$ cat src/sorted_list_insert_remove_core_defines.svh
// Assertion macros shared by the sorted list core.
`ifndef SORTED_LIST_INSERT_REMOVE_CORE_DEFINES_SVH
`define SORTED_LIST_INSERT_REMOVE_CORE_DEFINES_SVH

// Clocked assertion, disabled while reset is asserted.
`define SLRI_ASSERT(name, clock, rst_n, prop, msg) \
	name: assert property (@(posedge clock) disable iff (!rst_n) prop) else $error(msg);

// Clocked assertion, checked during reset as well.
`define SLRI_ASSERT_ALWAYS(name, clock, prop, msg) \
	name: assert property (@(posedge clock) prop) else $error(msg);

`endif

$ cat src/slri_pkg.sv
// Package for the sorted list core: sizes, status codes and cell types.
package slri_pkg;
	localparam int CAPACITY  = 16;
	localparam int CNT_W     = $clog2(CAPACITY + 1);
	localparam int OUT_CNT_W = 5;
	localparam int VAL_W     = 32;

	typedef enum logic {
		CMD_INSERT = 1'b0,
		CMD_REMOVE = 1'b1
	} cmd_t;

	typedef enum logic [1:0] {
		ST_OK       = 2'd0,
		ST_FULL     = 2'd1,
		ST_EMPTY    = 2'd2,
		ST_NOTFOUND = 2'd3
	} status_t;

	typedef struct packed {
		logic                    ins;
		logic                    rem;
		logic signed [VAL_W-1:0] value;
	} op_t;

	typedef struct packed {
		logic                    valid;
		logic                    ge;
		logic signed [VAL_W-1:0] value;
	} link_t;
endpackage

$ cat src/slri_cell.sv
// One storage cell of the sorted chain: holds an entry and shifts with its neighbors.
module slri_cell (
	input  logic                         clk,
	input  logic                         arst_n,
	input  slri_pkg::op_t                op,
	input  slri_pkg::link_t              prev,
	input  logic                         next_valid,
	input  logic signed [slri_pkg::VAL_W-1:0] next_value,
	output slri_pkg::link_t              self,
	output logic                         eq,
	output logic                         valid_d,
	output logic signed [slri_pkg::VAL_W-1:0] value_d
);
	import slri_pkg::*;

	logic                    valid_q;
	logic signed [VAL_W-1:0] value_q;
	logic                    ge;

	assign ge = valid_q && (value_q >= op.value);
	assign eq = valid_q && (value_q == op.value);

	assign self.valid = valid_q;
	assign self.ge    = ge;
	assign self.value = value_q;

	always_comb begin
		valid_d = valid_q;
		value_d = value_q;
		if (op.ins) begin
			valid_d = valid_q | prev.valid;
			if (prev.ge) begin
				value_d = prev.value;
			end else if (prev.valid && (ge || !valid_q)) begin
				value_d = op.value;
			end
		end else if (op.rem && ge) begin
			valid_d = next_valid;
			value_d = next_value;
		end
	end

	always_ff @(posedge clk or negedge arst_n) begin
		if (!arst_n) begin
			valid_q <= 1'b0;
		end else begin
			valid_q <= valid_d;
		end
	end

	always_ff @(posedge clk) begin
		value_q <= value_d;
	end
endmodule

$ cat src/sorted_list_insert_remove_core.sv
// Top level of the sorted list core: cell chain, count and result registers.
// Usage:
//   Present command (0 insert, 1 remove) and a signed 32-bit value with start
//   high; the request is taken at a rising edge where start is high and busy
//   is low. busy stays low, so a new request may come every cycle.
//   The result (status, count, smallest) appears on the ports in the cycle
//   after the request, marked by done for exactly one cycle.
//   Throughput: one request per cycle. Each of the CAPACITY cells compares its
//   entry against the value and shifts toward or away from its neighbor in
//   the same cycle, so every cell loads its part of the new list at the same edge.
//   status: ok, full (insert into a full list), empty (remove from an empty
//   list) or not found; a failing request leaves the list unchanged.
//   count is the entry count after the request; smallest is the first entry,
//   or 0 when the list is empty.
//   Reset (arst_n low, asynchronous) empties the list and clears done; no
//   clearing pass is needed, entries beyond the count are never read.
//   The receiver cannot stall: a result must be taken in its done cycle.
`include "sorted_list_insert_remove_core_defines.svh"
module sorted_list_insert_remove_core (
	input  logic                                  clk,
	input  logic                                  arst_n,
	input  logic                                  start,
	output logic                                  busy,
	input  logic                                  command,
	input  logic signed [slri_pkg::VAL_W-1:0]     value,
	output logic                                  done,
	output logic [1:0]                            status,
	output logic [slri_pkg::OUT_CNT_W-1:0]        count,
	output logic signed [slri_pkg::VAL_W-1:0]     smallest
);
	import slri_pkg::*;

	logic                    accept;
	logic                    is_remove;
	logic                    full;
	logic                    found;
	op_t                     op;
	link_t                   links   [CAPACITY+2];
	logic [CAPACITY-1:0]     eqs;
	logic [CAPACITY-1:0]     valids;
	logic [CAPACITY-1:0]     valid_next;
	logic signed [VAL_W-1:0] value_next [CAPACITY];
	logic [CNT_W-1:0]        count_q;
	logic [CNT_W-1:0]        count_d;
	status_t                 status_d;
	status_t                 status_q;
	logic                    done_q;
	logic signed [VAL_W-1:0] smallest_q;

	assign busy      = 1'b0;
	assign accept    = start && !busy;
	assign is_remove = (command == CMD_REMOVE);
	assign full      = (count_q == CNT_W'(CAPACITY));
	assign found     = |eqs;

	assign op.ins   = accept && !is_remove && !full;
	assign op.rem   = accept && is_remove && found;
	assign op.value = value;

	assign links[0].valid  = 1'b1;
	assign links[0].ge     = 1'b0;
	assign links[0].value  = value;
	assign links[CAPACITY+1] = '0;

	for (genvar i = 0; i < CAPACITY; i++) begin : g_cell
		link_t cell_link;
		slri_cell u_cell (
			.clk        (clk),
			.arst_n     (arst_n),
			.op         (op),
			.prev       (links[i]),
			.next_valid (links[i+2].valid),
			.next_value (links[i+2].value),
			.self       (cell_link),
			.eq         (eqs[i]),
			.valid_d    (valid_next[i]),
			.value_d    (value_next[i])
		);
		assign links[i+1] = cell_link;
		assign valids[i]  = cell_link.valid;
	end

	always_comb begin
		count_d  = count_q;
		status_d = ST_OK;
		if (!is_remove) begin
			if (full) begin
				status_d = ST_FULL;
			end else begin
				count_d = count_q + CNT_W'(1);
			end
		end else if (count_q == '0) begin
			status_d = ST_EMPTY;
		end else if (!found) begin
			status_d = ST_NOTFOUND;
		end else begin
			count_d = count_q - CNT_W'(1);
		end
	end

	always_ff @(posedge clk or negedge arst_n) begin
		if (!arst_n) begin
			count_q <= '0;
			done_q  <= 1'b0;
		end else begin
			done_q <= accept;
			if (accept) begin
				count_q <= count_d;
			end
		end
	end

	always_ff @(posedge clk) begin
		if (accept) begin
			status_q   <= status_d;
			smallest_q <= valid_next[0] ? value_next[0] : '0;
		end
	end

	assign done     = done_q;
	assign status   = status_q;
	assign count    = OUT_CNT_W'(count_q);
	assign smallest = smallest_q;

	`SLRI_ASSERT(a_done_follows_request, clk, arst_n, accept |=> done, "request without result")
	`SLRI_ASSERT(a_no_spurious_done, clk, arst_n, !accept |=> !done, "result without request")
	`SLRI_ASSERT(a_valid_contiguous, clk, arst_n, (valids & ~{valids[CAPACITY-2:0], 1'b1}) == '0, "gap in stored entries")
	`SLRI_ASSERT(a_count_matches_cells, clk, arst_n, count_q == CNT_W'($countones(valids)), "count disagrees with cells")
endmodule

$ cat config.mk
export PLATFORM = sky130hd
export DESIGN_NAME = sorted_list_insert_remove_core
export DESIGN_NICKNAME = d
export VERILOG_FILES = /design/src/slri_pkg.sv /design/src/slri_cell.sv /design/src/sorted_list_insert_remove_core.sv
export VERILOG_INCLUDE_DIRS = /design/src /design/src/src
export SDC_FILE = /design/constraint.sdc
export NUM_CORES = 2
export LEC_CHECK = 0
export BUFFER_PORTS_ARGS = -buffer_cell sky130_fd_sc_hd__buf_2
export CAP_MARGIN = 20
export CORE_MARGIN = 5
export CORE_UTILIZATION = 65
export DETAILED_ROUTE_END_ITERATION = 8
export PLACE_DENSITY = 0.89
export SLEW_MARGIN = 40
export SYNTH_ARGS = -nofsm -noshare
export SYNTH_HDL_FRONTEND = slang
export SYNTH_SLANG_ARGS = --single-unit
$ cat constraint.sdc
create_clock -name clk -period 10.5 [get_ports clk]
set_clock_uncertainty 0.2 [all_clocks]
set_input_delay 2.1 -clock clk [delete_from_list [all_inputs] [get_ports clk]]
set_output_delay 2.1 -clock clk [all_outputs]
set_load 0.01 [all_outputs]
==> impl_metrics.tcl <==
set metrics [dict create \
    start_util 0.660 \
    clk_path_buf_depth 3 \
    fp.dieH_um 258 \
    cts_made_buffers 60 \
    synth.net_count 4535 \
    ys_top_cells_by_area "edfxtp_1, ha_1, mux2i_1, o21ai_0, nand2_1" \
    yosysUniqueCellTypes 78 \
    timing.rr.end "g_cell[4].u_cell.value_q[5]$_DFFE_PP_" \
    dr.pass1.iters 9 \
    avgViaCountPerCell 7.04 \
    detail-route-antenna-nets 0 \
    status "finished, final reports clean" \
    min_path_type "reg -> reg" \
    ctsResizeCount 0 \
    die_w_um 258 \
    layout_commonest_cell "ha_1" \
    critPathKind "in -> reg" \
    cts_setup_buffers 0 \
    synth-edff-count 514 \
    yosysWarnings 0 \
    netlist_area_um2 40000 \
    place.gp.congestion 1.02 \
    min_to "g_cell[0].u_cell.value_q[0]$_DFF_P_" \
    tightest_slew_ps 976 \
    drc 0 \
    cp.arrival_ps 7190 \
    hp-start "g_cell[0].u_cell.value_q[0]$_DFF_P_" \
    die-area_um2 66500 \
    hold_viol 0 \
    io_pins 77 \
    ir_worst_vdd_mv 0.154 \
    drive_above_1_share 0.0794 \
    rows 90 \
    leakage_uw 0.0190 \
    placed_area_um2 41200 \
    core_area_um2 60600 \
    clk_latency_ps 660 \
    hold_path_depth 2 \
    syn_to_final_growth_pct 8.27 \
    htreeDepth 2 \
    yosysSeqAreaShare 0.416 \
    hpwlAfterDp_um 85100 \
    grt_pass1_vias 33100 \
    overflow 0 \
    fmax_mhz 141 \
    syn_area_per_cell_um2 10.0 \
    avgRoutedWirePerCell_um 24.7 \
    synth_top_area_frac 0.386 \
    finalCriticalPeriod_ps 7100 \
    startpoint_type "input pin" \
    syn_inst 3983 \
    r2r_cells 11 \
    crit_fanout 32 \
    numPortBuffers 75 \
    async_flop_share 0.0387 \
    holdBufCountCts 0 \
    layout_common_cells "ha_1, edfxtp_1, nand2_1" \
    cts_tree "built" \
    power_density_nw_per_um2 202 \
    final_max_slew_viol_count 0 \
    fin_crit_sh 0.676 \
    grt_pass1_wl_um 184000 \
    design_area_um2 43300 \
    grtUsageTotal 0.343 \
    clockRootBuffer "clkbuf_16" \
    maxCapViolations 0 \
    rsz0062_at_grt "false" \
    tns_ps 0 \
    clk_pin_slew_ps 70 \
    vias 33700 \
    critPathCaptureType "flip-flop" \
    slew_headroom 0.341 \
    synth-seq-cells 568 \
    routed_wl_um 118000 \
    antenna_found_initial 2 \
    cp.required_ps 10600 \
    cts.sinks 568 \
    synth_ff_type "edfxtp_1" \
    rr_startpoint "g_cell[0].u_cell.value_q[31]$_DFF_P_" \
    initialDrtViolationCount 5022 \
    setup_viol 0 \
    nets 4506 \
    grt_max_degree 170 \
    yosysTopAreaCell "edfxtp_1" \
    rrSetupSlack_ps 5480 \
]
-- worst max-delay path, cell delays in order --
cell and delay (ps):
buf_2 300, inv_1 480, ha_1 660, nand4_2 190, or4_4 640, or4_4 600
o221ai_1 380, a2111oi_0 170, nand2_1 280, nand3_1 490, o22ai_1 270, a32o_1 150
buf_4 440
-- logic make-up (layout without fill, tap and decap cells) --
| family | after synthesis | count (layout) | share of synthesized area |
|---|---|---|---|
| DFF | 568 | 568 | 0.416 |
| AOI/OAI and AO/OA | 1099 | 1099 | 0.170 |
| adders and majority gates | 516 | 516 | 0.162 |
| and+or+nand+nor | 1088 | 1088 | 0.125 |
| xor gates and xnor gates | 4 | 4 | 0.000877 |
| other | 1 | 3 | 0.0000938 |
| buffers and inverters | 332 | 354 | 0.0325 |
| muxes | 375 | 375 | 0.0939 |
-- flip-flops by register name, summed over array words and instances, names as in the netlist --
register / cells
status: 2
g_cell.u_cell.value_q: 512
done: 1
smallest: 32
g_cell.u_cell.valid_q: 16
count: 5
-- cell usage after synthesis, drive strengths merged, types with 29 or more instances --
master and count:
buf 35, mux2i 375, o21ai 415, a221oi 38
nand3 47, nor2b 42, dfxtp 32, a31oi 37
nor2 214, nor3 29, ha 515, clkbuf 186
a21o 169, nand2 507, edfxtp 514, inv 111
and2 37, a21oi 290, nand4 122
-- per-stage QoR --
step | power, µW | cells | hold slack (ps) | util | setup WS, ps
6_report | 8740 | 4789 | 306 | 0.714 | 3400
5_1_grt | 9130 | 4787 | 346 | 0.714 | 3380
4_1_cts | 8590 | 4784 | 306 | 0.713 | 3660
3_5_place_dp | 6390 | 4671 | 287 | 0.679 | 3020
3_3_place_gp | 6210 | 4664 | 276 | 0.677 | 2950
2_1_floorplan | 5450 | 3983 | 253 | - | 2680
-- final cells by class --
cell class / count / area, µm²
Multi-Input combinational cell: 3083 / 22300
Clock inverter: 32 / 282
Inverter: 111 / 417
Fill cell: 4193 / 17300
Clock buffer: 81 / 1720
Tap cell: 782 / 978
Sequential cell: 568 / 16600
Antenna cell: 2 / 5.00
Timing Repair Buffer: 130 / 917
-- per-layer routing --
metal	wire length, µm	part of all wire	GRT usage	up-vias
met5	30	0.00025	0	-
met4	6250	0.053	0.149	4
met3	14700	0.12	0.0779	495
met2	52600	0.44	0.538	2446
met1	44900	0.38	0.460	15800
li1	-	-	-	15000
-- worst max path at each step --
stage	from	slack, ps	depth (start not counted)	endpoint
2_1_floorplan	value[31]	2680	11	g_cell[5].u_cell.value_q[0]$_DFFE_PP_
3_3_place_gp	value[31]	2950	13	g_cell[3].u_cell.value_q[27]$_DFFE_PP_
3_5_place_dp	value[31]	3020	13	g_cell[4].u_cell.value_q[4]$_DFFE_PP_
4_1_cts	value[31]	3660	13	g_cell[4].u_cell.value_q[4]$_DFFE_PP_
5_1_grt	value[31]	3380	13	g_cell[10].u_cell.value_q[10]$_DFFE_PP_
6_report	value[31]	3400	13	g_cell[4].u_cell.value_q[5]$_DFFE_PP_
-- report_power, final --
part           leakage [µW]  switching, µW  total [µW]  internal, µW
combinational        0.0127           1890        3070          1180
clock              0.000993            969        2220          1250
sequential          0.00532            381        3450          3070
(Power assumes the default switching activity.)
